<file path="config.mk">
export PLATFORM = sky130hd
export DESIGN_NAME = cfa_front
export DESIGN_NICKNAME = d
export VERILOG_FILES = /design/src/design/constant_fold_alu_defines.svh /design/src/design/cfa_pkg.sv /design/src/design/cfa_front.sv
export SDC_FILE = /design/constraint.sdc
export NUM_CORES = 1
export LEC_CHECK = 0
export ABC_AREA = 0
export BUFFER_PORTS_ARGS = -buffer_cell sky130_fd_sc_hd__buf_2
export CAP_MARGIN = 20
export CORE_MARGIN = 1
export CORE_UTILIZATION = 40
export CTS_CLUSTER_SIZE = 8
export DETAILED_ROUTE_END_ITERATION = 12
export HOLD_SLACK_MARGIN = 0.02
export MAX_ROUTING_LAYER = met4
export PLACE_DENSITY = 0.69
export RECOVER_POWER = 100
export SLEW_MARGIN = 25
export SYNTH_ARGS = -nofsm -noshare
export SYNTH_HDL_FRONTEND = slang
export SYNTH_SLANG_ARGS = --single-unit
export TNS_END_PERCENT = 10
</file>
<file path="constraint.sdc">
create_clock -name clock -period 9.8 [get_ports clock]
set_input_delay 1.47 -clock clock [delete_from_list [all_inputs] [get_ports clock]]
set_output_delay 1.47 -clock clock [all_outputs]
set_load 0.05 [all_outputs]
</file>
<file path="src/design/constant_fold_alu_defines.svh">
// Assertion macros shared by the constant_fold_alu RTL.
// Depends on nothing; included by files that carry concurrent checks.
`ifndef CONSTANT_FOLD_ALU_DEFINES_SVH
`define CONSTANT_FOLD_ALU_DEFINES_SVH

// same-cycle implication, disabled in reset
`define CFA_ASSERT_NOW(label, clk, rst, ante, cons, msg) \
   label: assert property (@(posedge clk) disable iff (rst) (ante) |-> (cons)) \
      else $error(msg);

// next-cycle implication, disabled in reset
`define CFA_ASSERT_NEXT(label, clk, rst, ante, cons, msg) \
   label: assert property (@(posedge clk) disable iff (rst) (ante) |=> (cons)) \
      else $error(msg);

`endif

</file>
<file path="src/design/cfa_pkg.sv">
// Types, operation codes and helpers for the constant_fold_alu block.
// Depends on nothing; used by every module of the block.
`default_nettype none

package cfa_pkg;

   localparam logic [4:0] OP_ADD = 5'd0;
   localparam logic [4:0] OP_SUB = 5'd1;
   localparam logic [4:0] OP_MUL = 5'd2;
   localparam logic [4:0] OP_DIV = 5'd3;
   localparam logic [4:0] OP_MOD = 5'd4;
   localparam logic [4:0] OP_AND = 5'd5;
   localparam logic [4:0] OP_OR  = 5'd6;
   localparam logic [4:0] OP_XOR = 5'd7;
   localparam logic [4:0] OP_SHL = 5'd8;
   localparam logic [4:0] OP_SHR = 5'd9;
   localparam logic [4:0] OP_EQ  = 5'd10;
   localparam logic [4:0] OP_NE  = 5'd11;
   localparam logic [4:0] OP_LT  = 5'd12;
   localparam logic [4:0] OP_LE  = 5'd13;
   localparam logic [4:0] OP_GT  = 5'd14;
   localparam logic [4:0] OP_GE  = 5'd15;
   localparam logic [4:0] OP_NEG = 5'd16;
   localparam logic [4:0] OP_NOT = 5'd17;

   localparam logic [1:0] SIZE_8 = 2'd3;

   localparam logic [5:0] SHIFT_MASK_WIDE   = 6'd63;
   localparam logic [5:0] SHIFT_MASK_NARROW = 6'd31;

   localparam logic [63:0] SIGNED_MIN = 64'h8000_0000_0000_0000;

   // one restoring step per quotient bit
   localparam int unsigned DIV_BITS = 64;

   // accept edge to the edge that takes the result
   localparam int unsigned LATENCY = DIV_BITS + 4;

   typedef struct packed {
      logic [4:0]  op;
      logic [63:0] a;
      logic [63:0] b;
      logic        sgn;
      logic [1:0]  size;
      logic        rsgn;
   } req_type;

   typedef struct packed {
      logic       fail;
      logic       neg_q;
      logic       neg_r;
      logic [5:0] shamt;
   } class_type;

   typedef struct packed {
      req_type   req;
      class_type cls;
   } q_type;

   typedef struct packed {
      logic        fail;
      logic [4:0]  op;
      logic [1:0]  size;
      logic        rsgn;
      logic        neg_q;
      logic        neg_r;
      logic [63:0] raw;
   } ctl_type;

   function automatic logic [63:0] fit_result(input logic [63:0] v, input logic [1:0] size,
                                               input logic rsgn);
      logic [63:0] r;
      unique case (size)
         2'd0: r = {{56{rsgn & v[7]}}, v[7:0]};
         2'd1: r = {{48{rsgn & v[15]}}, v[15:0]};
         2'd2: r = {{32{rsgn & v[31]}}, v[31:0]};
         default: r = v;
      endcase
      return r;
   endfunction

endpackage

`default_nettype wire

</file>
<file path="src/design/cfa_front.sv">
// Front end: takes command words, classifies them and queues them for the back end.
// Depends on cfa_pkg.
`default_nettype none

module cfa_front #(
   parameter int unsigned DEPTH = 2
) (
   input  logic            clock,
   input  logic            reset,
   input  logic            start,
   output logic            busy,
   input  logic [4:0]      req_operation,
   input  logic [63:0]     req_operand_a,
   input  logic [63:0]     req_operand_b,
   input  logic            req_operand_signed,
   input  logic [1:0]      req_result_size,
   input  logic            req_result_signed,
   output logic            q_valid,
   output cfa_pkg::q_type  q_word
);
   import cfa_pkg::*;

   localparam int unsigned PW = (DEPTH > 1) ? $clog2(DEPTH) : 1;
   localparam int unsigned CW = $clog2(DEPTH + 1);

   logic [PW-1:0] wr_ptr_ff, wr_ptr_in, rd_ptr_ff, rd_ptr_in;
   logic [CW-1:0] count_ff, count_in;
   q_type         slot_ff [DEPTH];
   q_type         word_in;
   logic          push;
   logic          is_divmod;

   assign busy    = (count_ff == CW'(DEPTH));
   assign push    = start && !busy;
   assign q_valid = (count_ff != '0);
   assign q_word  = slot_ff[rd_ptr_ff];

   always_comb begin
      word_in.req.op   = req_operation;
      word_in.req.a    = req_operand_a;
      word_in.req.b    = req_operand_b;
      word_in.req.sgn  = req_operand_signed;
      word_in.req.size = req_result_size;
      word_in.req.rsgn = req_result_signed;
      is_divmod = (req_operation == OP_DIV) || (req_operation == OP_MOD);
      // flag unfoldable words up front: bad code, zero divisor, signed overflow
      word_in.cls.fail = (req_operation > OP_NOT) ||
                         (is_divmod && ((req_operand_b == '0) ||
                          (req_operand_signed && (req_operand_a == SIGNED_MIN) &&
                           (req_operand_b == '1))));
      word_in.cls.neg_q = req_operand_signed & (req_operand_a[63] ^ req_operand_b[63]);
      word_in.cls.neg_r = req_operand_signed & req_operand_a[63];
      word_in.cls.shamt = req_operand_b[5:0] &
                          ((req_result_size == SIZE_8) ? SHIFT_MASK_WIDE : SHIFT_MASK_NARROW);
   end

   // the back end drains one word every cycle
   always_comb begin
      wr_ptr_in = wr_ptr_ff;
      rd_ptr_in = rd_ptr_ff;
      if (push) begin
         wr_ptr_in = (wr_ptr_ff == PW'(DEPTH - 1)) ? '0 : wr_ptr_ff + 1'b1;
      end
      if (q_valid) begin
         rd_ptr_in = (rd_ptr_ff == PW'(DEPTH - 1)) ? '0 : rd_ptr_ff + 1'b1;
      end
      count_in = count_ff + CW'(push) - CW'(q_valid);
   end

   always_ff @(posedge clock) begin
      if (reset) begin
         wr_ptr_ff <= '0;
         rd_ptr_ff <= '0;
         count_ff  <= '0;
      end else begin
         wr_ptr_ff <= wr_ptr_in;
         rd_ptr_ff <= rd_ptr_in;
         count_ff  <= count_in;
      end
   end

   always_ff @(posedge clock) begin
      if (push) begin
         slot_ff[wr_ptr_ff] <= word_in;
      end
   end

endmodule

`default_nettype wire

</file>
==> results of run 1 <==
## area by class of cell
| class | count | area [sq um] |
|---|---|---|
| Clock buffer | 48 | 1052 |
| Sequential cell | 287 | 8568 |
| Clock inverter | 3 | 41.29 |
| Multi-Input combinational cell | 231 | 2190 |
| Tap cell | 335 | 419.2 |
| Fill cell | 2323 | 12970 |
| Inverter | 1 | 3.754 |
| Timing Repair Buffer | 292 | 1109 |
## cell families (layout without fill, tap and decap cells)
kind of cell              after synthesis  after routing  synth area share
DFF                                   287            287            0.7882
buffers and inverters                  22            344           0.01105
AOI/OAI and AO/OA                       4              4          0.003567
muxes                                 141            141            0.1461
xor gates and xnor gates                3              3          0.002418
and+or+nand+nor                        83             83           0.04869
## worst max-delay path, delay by kind of cell
kind,cells,cell delay [ps]
AND/OR/NAND/NOR,2,220
buffers and inverters,3,4760
## cells in the mapped netlist (2+ instances only)
cell type	number	area share
or4_1	4	0.0028
edfxtp_1	282	0.78
nand4b_1	2	0.0016
and3_1	2	0.0012
dfxtp_1	5	0.0092
nand2_1	3	0.0010
buf_4	5	0.0035
nand2b_1	2	0.0012
mux2_1	141	0.15
buf_2	15	0.0069
nand4_1	21	0.012
xor2_1	2	0.0016
nor4_1	28	0.016
nor4_2	2	0.0023
nor4b_1	2	0.0016
nor2_1	9	0.0031
and2_1	2	0.0012
## worst max-delay path by stage
stage,start,end
floorplan,start,slot_ff[0][100]$_DFFE_PP_
global placement,register,q_word[8]
detailed placement,register,q_word[8]
CTS,register,q_word[8]
global route,start,slot_ff[0][31]$_DFFE_PP_
finish,start,slot_ff[0][103]$_DFFE_PP_
## sequential cells by signal, summed over array words and instances, names as in the netlist, named ones only
name and flops:
count_ff 2, wr_ptr_ff 1, rd_ptr_ff 1, slot_ff 282
## metrics by stage
stage	total power [mW]	instances	hold slack, ps	instance area (sq um)
after global routing	3.249	1197	459.0	13380
after detailed placement	1.964	1146	429.9	12660
after CTS	3.194	1197	439.0	13760
after global placement	1.959	1146	428.0	12660
after floorplan	1.822	540	418.4	10870
final	3.136	1197	438.5	13380
## metal layers
layer | track usage | wire length, um | part of all wire | up-vias
met5 | - | 0 | 0 | -
met1 | 0.2163 | 9996 | 0.40 | 3024
met3 | 0.04967 | 1828 | 0.074 | 47
li1 | - | - | - | 2816
met2 | 0.2927 | 12420 | 0.50 | 233
met4 | 0.06683 | 567 | 0.023 | 0
## power by group
part,switching [mW],internal [mW]
combinational,0.366,0.0864
sequential,0.0242,1.44
clock,0.470,0.746
total,0.860,2.28
==> impl_metrics.ini, run 1 <==
[sta]
setup-violations-final = 0
drv_slew = 330
max-slew-margin-rel = -1.746
tightestPinTransition_ps = 4119
fin_crit_ps = 6492
hold_violations = 0
fin_tns_setup_ps = 0
finClkSkew_ps = 16.21
finalWorstSetupSlack_ps = 3308
fmax_mhz = 154.0
finalCritPeriodShare = 0.6624
rsz0062_at_grt = false

[worst_setup_path]
cp-end-kind = register
r2r_slack_ps = 3920
crit_required_ps = 9880
rr_endpoint = slot_ff[0][103]$_DFFE_PP_
crit_type = in -> reg
path_max_fanout = 72
r2r_start = count_ff[0]$_SDFF_PP0_
cpMostUsedCell = clkbuf_1
setup.worst_path.start_class = input pin
crit_path_top_delay_cell = clkbuf_1
critPathMaxStageDelay_ps = 2860
rr_worst_depth = 5
cp_cell_sequence = clkbuf_1 > nand2_1 > nor2_4 > clkbuf_1 > clkbuf_2
worstPathArrival_ps = 6580

[worst_hold_path]
min_delay_path_depth = 2
whs_endpoint = count_ff[1]$_SDFF_PP0_
hold_class = reg -> reg
hp-start = count_ff[0]$_SDFF_PP0_

[global_route]
grt_max_degree = 76
antenna_found_initial = 0
overflow = 0
grt_pass1_wl_um = 36800
grt_pass1_vias = 6356
grtUsageTotal = 0.1810

[cells_and_area]
synthToLayoutAreaGrowth_pct = 23.11
final_cell_mix = clkbuf_1 (294), edfxtp_1 (282), mux2_1 (141), clkbuf_16 (41), nor4_1 (28)
fin_util = 0.5078
drive_gt1_frac = 0.06265
layout_commonest_cell = clkbuf_1
antenna_cells = 0
fin_nets = 994

[cts]
cts_resized = 0
hold_buffers = 0
postCtsSetupRepairBufs = 0
path_clk_slew_ps = 50
tritoncts = built
cts_max_path_buffers = 3
clk_latency_ps = 510
cts.sinks = 287
cts_buffers = 41
root_buffer = clkbuf_16
clock_tree.htree_level_count = 2

[floorplan]
start_util = 0.4125
die_x_um = 166.9
core_area_sq_um = 26350
num_rows = 59
die_area_sq_um = 27840
dieHeight_um = 166.9
io_pins = 288

[synth]
synth.distinct_cells = 30
netlist_instances = 540
synth-seq-area-share = 0.7882
synth_nets = 680
synthArstFlopShare = 0
syn_area_per_cell_sq_um = 20.13
synth_ff_type = edfxtp_1
synth_warnings = 0
synth_seq_cells = 287
synth_edf_count = 282
synth_area_sq_um = 10870

[detailed_routing]
drc = 0
firstDrtPassIters = 4
wirelength_um = 24810
vias = 6120
drt-initial-drc-count = 356
routedWlPerCell_um = 20.73
vias_per_cell = 5.113
ant_nets = 0

[power]
power.density_nw_per_um2 = 234.3
leakage_nw = 4.254
ir_drop_uv = 149.5

[place]
pre_cts_ws_ps = 5638
gp_congestion = 0.7926
port_buffers = 287
dp_hpwl_um = 16630

[job]
maxCapViolCount = 5

[run_status]
status = complete, but fails checks
violations = max-capacitance violations, max-slew violations
Power figures use the tool's default switching activity.
==> inputs of run 2 (changes only) <==
Settings changed: PLACE_DENSITY 0.69 to 0.72.
Clock period 9.8 ns to 5.65 ns, I/O delays scaled along.
==> run 2 against run 1 <==
  * Largest power group unchanged
  * Cell count is the same
  * Global-route usage up 0.24 points
  * The flow still finishes with violations (max-capacitance violations, max-slew violations)
  * Sequential power up 73%
  * Setup slack got worse by 1700 ps
  * Count of clock-buffer cells in the layout grew 3
  * Total power increased by 75%
==> impl_metrics.ini, run 2 (same netlist as run 1, synthesis figures left out) <==
[worst_setup_path]
cp-endpoint = q_word[38]
cp-end-kind = primary output
setup.worst_path.start_class = register
crit_required_ps = 4800
path_max_fanout = 63
r2r_slack_ps = 1760
rr_worst_depth = 4
rr_endpoint = slot_ff[0][122]$_DFFE_PP_
r2r_start = count_ff[0]$_SDFF_PP0_
crit_type = reg -> out
worstPathArrival_ps = 3220

[cts]
root_buffer = clkbuf_16
tritoncts = built
path_clk_slew_ps = 50
cts_resized = 0
cts.sinks = 287
clock_tree.htree_level_count = 2
cts_buffers = 41
clk_latency_ps = 510
hold_buffers = 0
cts_max_path_buffers = 3
postCtsSetupRepairBufs = 0

[power]
leakage_nw = 4.289
power.density_nw_per_um2 = 406.9
totalPowerFinal_mw = 5.473
ir_drop_uv = 302.5

[floorplan]
io_pins = 288
die_x_um = 166.9
die_area_sq_um = 27840
num_rows = 59
start_util = 0.4125
dieHeight_um = 166.9
core_area_sq_um = 26350

[cells_and_area]
top_register = slot_ff
synthToLayoutAreaGrowth_pct = 23.75
final_cell_mix = clkbuf_1 (290), edfxtp_1 (282), mux2_1 (141), clkbuf_16 (43), nor4_1 (28)
drive_gt1_frac = 0.06729
fin_nets = 993
largestRegisters = slot_ff x282, count_ff x2
layout_commonest_cell = clkbuf_1
antenna_cells = 0
largest_register_ffs = 282

[detailed_routing]
routedWlPerCell_um = 20.56
wirelength_um = 24610
drt-initial-drc-count = 471
wl_met2_um = 12090
drc = 0
top_layer_used = met4
firstDrtPassIters = 5
vias_per_cell = 5.136
vias = 6148
ant_nets = 0
met1_length_um = 10090
wl_met3_um = 1703

[sta]
finClkSkew_ps = 15.97
tightestPinTransition_ps = 3751
fin_tns_setup_ps = 0
hold_violations = 0
max-slew-margin-rel = -1.501
fin_crit_ps = 4065
setup-violations-final = 0
rsz0062_at_grt = false
drv_slew = 244
finalCritPeriodShare = 0.7195
fmax_mhz = 246.0

[place]
port_buffers = 287
gp_congestion = 0.8561
dp_hpwl_um = 16540

[global_route]
grt_pass1_vias = 6465
overflow = 0
grt_pass1_wl_um = 37600
grtUsageTotal = 0.1834
grt_max_degree = 142
antenna_found_initial = 0

[job]
maxCapViolCount = 3

[worst_hold_path]
hold_class = reg -> reg

[run_status]
violations = max-capacitance violations, max-slew violations
status = complete, but fails checks
## run 2: through the flow
stage / setup WS [ps] / hold WS [ps] / area (sq um) / instances / util
CTS: 2491 / 453.3 / 13830 / 1197 / 0.5247
global placement: 2555 / 422.7 / 12690 / 1144 / 0.4814
detailed placement: 2551 / 445.8 / 12710 / 1145 / 0.4824
floorplan: 615.6 / 418.4 / 10870 / 540 / -
global route: 1297 / 508.2 / 13450 / 1197 / 0.5104
finish: 1585 / 453.9 / 13450 / 1197 / 0.5104
## run 2: worst min path at each step
stage	start	endpoint	slack [ps]	depth (start not counted)
detailed placement	count_ff[0]$_SDFF_PP0_	count_ff[1]$_SDFF_PP0_	450	2
CTS	count_ff[1]$_SDFF_PP0_	count_ff[1]$_SDFF_PP0_	450	2
floorplan	count_ff[1]$_SDFF_PP0_	count_ff[1]$_SDFF_PP0_	420	2
finish	count_ff[1]$_SDFF_PP0_	count_ff[1]$_SDFF_PP0_	450	2
global route	count_ff[0]$_SDFF_PP0_	count_ff[1]$_SDFF_PP0_	510	2
global placement	count_ff[0]$_SDFF_PP0_	count_ff[1]$_SDFF_PP0_	420	2
## run 2: final cells by class
| class | instances | area (sq um) |
|---|---|---|
| Sequential cell | 287 | 8568 |
| Timing Repair Buffer | 291 | 1156 |
| Clock inverter | 1 | 8.758 |
| Clock buffer | 51 | 1106 |
| Multi-Input combinational cell | 231 | 2190 |
| Fill cell | 2293 | 12900 |
| Tap cell | 335 | 419.2 |
| Inverter | 1 | 3.754 |
## run 2: worst max-delay path: stages, from the launching register on
cell,delay (ps)
dfxtp_1,1510
buf_12,440
mux2_1,220
clkbuf_1,490
## run 2: power breakdown
| group | leakage, nW | internal (mW) | total [mW] | switching (mW) |
|---|---|---|---|---|
| clock | 0.544 | 1.34 | 2.14 | 0.795 |
| combinational | 1.06 | 0.154 | 0.795 | 0.641 |
| sequential | 2.69 | 2.50 | 2.54 | 0.0356 |
## run 2: per-layer routing
metal	up-vias	track usage
li1	2812	-
met3	61	0.04206
met2	253	0.2920
met4	0	0.06562
met1	3022	0.2298
met5	-	-
==> inputs of run 3 (changes only) <==
Settings changed: ABC_AREA 0 to 1, PLACE_DENSITY 0.72 to 0.69.
Clock period 5.65 ns to 4.3 ns, I/O delays scaled along.
==> run 3 against run 2 <==
  * The flow still finishes with violations (max-capacitance violations, max-slew violations)
  * Setup slack lost 730 ps
  * Non-clock buffer count up 3
  * Final area is 4.9% higher
  * Die area is 6.1% higher
  * Worst hold slack got worse by 120 ps
  * Clock skew fell by 6.5 ps
  * Sequential cell count is the same
  * Count of clock-buffer cells in the layout is 2 higher
  * Via count up 6.6%
  * Synthesized cell count rose by 22%
  * Critical endpoint is now q_word[74]
  * Largest power group unchanged
==> impl_metrics.ini, run 3 <==
[run_status]
status = complete, but fails checks
violations = max-capacitance violations, max-slew violations

[cts]
cts_max_path_buffers = 3
root_buffer = clkbuf_16
cts.sinks = 287
clock_tree.htree_level_count = 2
clk_latency_ps = 510
tritoncts = built
hold_buffers = 0
path_clk_slew_ps = 50
cts_resized = 0
postCtsSetupRepairBufs = 0
cts_buffers = 41

[cells_and_area]
final_cell_mix = edfxtp_1 (282), clkbuf_1 (276), nor2_1 (91), mux2_4 (81), nand2_1 (59)
antenna_cells = 0
num-fill-cells = 2557
drive_gt1_frac = 0.2071
synthToLayoutAreaGrowth_pct = 22.21
largest_register_ffs = 282
fin_nets = 1114
post-route-cell-area_sq_um = 14110
largestRegisters = slot_ff x282, count_ff x2
top_register = slot_ff
layout_commonest_cell = edfxtp_1

[worst_setup_path]
path_max_fanout = 42
setup.worst_path.start_class = register
critPathMaxStageDelay_ps = 1110
rr_worst_depth = 6
cp-end-kind = primary output
crit_type = reg -> out
rr_endpoint = slot_ff[0][24]$_DFFE_PP_
crit_path_top_delay_cell = dfxtp_2
worstPathArrival_ps = 2800
r2r_start = count_ff[1]$_SDFF_PP0_
cp_cell_sequence = buf_12 > mux2_4 > clkbuf_1
crit_required_ps = 3650
r2r_slack_ps = 1490

[sta]
rsz0062_at_grt = false
fin_crit_ps = 3444
finalCritPeriodShare = 0.8009
hold_slack_ps = 338.9
max-slew-margin-rel = -0.4067
tightestPinTransition_ps = 2110
hold_violations = 0
setup-violations-final = 0
finClkSkew_ps = 9.450
drv_slew = 286
fmax_mhz = 290.4

[synth]
syn_area_per_cell_sq_um = 17.55
synth_common_cells = edfxtp_1 (282), nor2_1 (93), mux2_4 (90), nand2_1 (59), mux2_2 (51)
synth_area_sq_um = 11540
synth_xor_area_frac = 0.0007586
synthDominantCellAreaShare = 0.7335
synth_ff_type = edfxtp_1
synth_edf_count = 282
synth_area_leader_cell = edfxtp_1
yosys.area_share.simple = 0.06373
synth_seq_cells = 287
synth_nets = 798
synth.distinct_cells = 23
synth-adder-area-share = 0
synthArstFlopShare = 0
yosysMostFrequentCell = edfxtp_1
ys_top_cells_by_area = edfxtp_1 (73%), mux2_4 (12%), mux2_2 (5.0%)
netlist_instances = 658
synth_top_family_by_area = multiplexers
synthMuxAreaShare = 0.1668
synth_warnings = 0
synth-seq-area-share = 0.7422
synth-compound-area-share = 0.001301

[place]
port_buffers = 287
gp_congestion = 0.7848
place_area_sq_um = 13370
dp_hpwl_um = 16480

[floorplan]
io_pins = 288
dieHeight_um = 171.9
die_area_sq_um = 29550
start_util = 0.4110
die_x_um = 171.9
num_rows = 61
core_area_sq_um = 28090

[detailed_routing]
firstDrtPassIters = 4
vias = 6554
drt-initial-drc-count = 308
wirelength_um = 24660
drc = 0
ant_nets = 0
routedWlPerCell_um = 18.09
vias_per_cell = 4.809

[power]
leakage_nw = 4.902
ir_drop_uv = 366.1
totalPowerFinal_mw = 7.229
power.density_nw_per_um2 = 512.4

[worst_hold_path]
hp-start = req_result_signed
whs_endpoint = slot_ff[0][9]$_DFFE_PP_
min_delay_path_depth = 1
hold_class = in -> reg

[global_route]
grtUsageTotal = 0.1671
grt_max_degree = 142
antenna_found_initial = 0
grt_pass1_wl_um = 35750
overflow = 0
grt_pass1_vias = 6491

[job]
maxCapViolCount = 3
## run 3: layer usage
layer,GRT usage,part of all wire
met5,-,0
met4,0.06272,0.029
met3,0.04440,0.076
met2,0.2610,0.48
met1,0.2086,0.41
## run 3: where the power goes
| group | internal, mW | total [mW] | leakage (nW) | switching (mW) |
|---|---|---|---|---|
| combinational | 0.279 | 1.07 | 1.67 | 0.793 |
| sequential | 3.26 | 3.31 | 2.69 | 0.0499 |
| clock | 1.77 | 2.85 | 0.546 | 1.07 |
| total | 5.31 | 7.23 | 4.90 | 1.92 |
## run 3: stage by stage
stage,TNS (ps),worst slack [ps],utilization,instances
2_1_floorplan,-195570,-701.2,-,658
3_3_place_gp,0,1823,0.4761,1309
3_5_place_dp,0,1790,0.4761,1309
4_1_cts,0,1248,0.5161,1363
5_1_grt,0,677.9,0.5023,1363
6_report,0,856.3,0.5023,1363
## run 3: cells by family after synthesis
kind of cell	Yosys count
DFF	287
and+or+nand+nor	179
muxes	141
buffers and inverters	48
AOI/OAI and AO/OA	2
xor gates and xnor gates	1
## run 3: area by class of cell
cell class / count / area (sq um) / share of cell area
multi-input combinational: 323 / 2666 / 0.1890
clock buffer: 53 / 1114 / 0.07893
tap: 378 / 473.0 / 0.03352
sequential: 287 / 8569 / 0.6074
timing repair buffer: 294 / 1176 / 0.08336
clock inverter: 1 / 8.758 / 0.0006208
inverter: 27 / 101.3 / 0.007183
## run 3: how the worst max path moves through the flow
stage | to | cells past startpoint
after global routing | q_word[127] | 3
after CTS | q_word[115] | 3
final | q_word[74] | 3
after detailed placement | q_word[115] | 3
after floorplan | slot_ff[1][100]$_DFFE_PP_ | 4
after global placement | q_word[113] | 3
## run 3: critical path: cells and delay by family (launching register included)
| family | cells | cell delay, ps |
|---|---|---|
| buf+inv | 2 | 900 |
| flops | 1 | 1110 |
| mux | 1 | 200 |
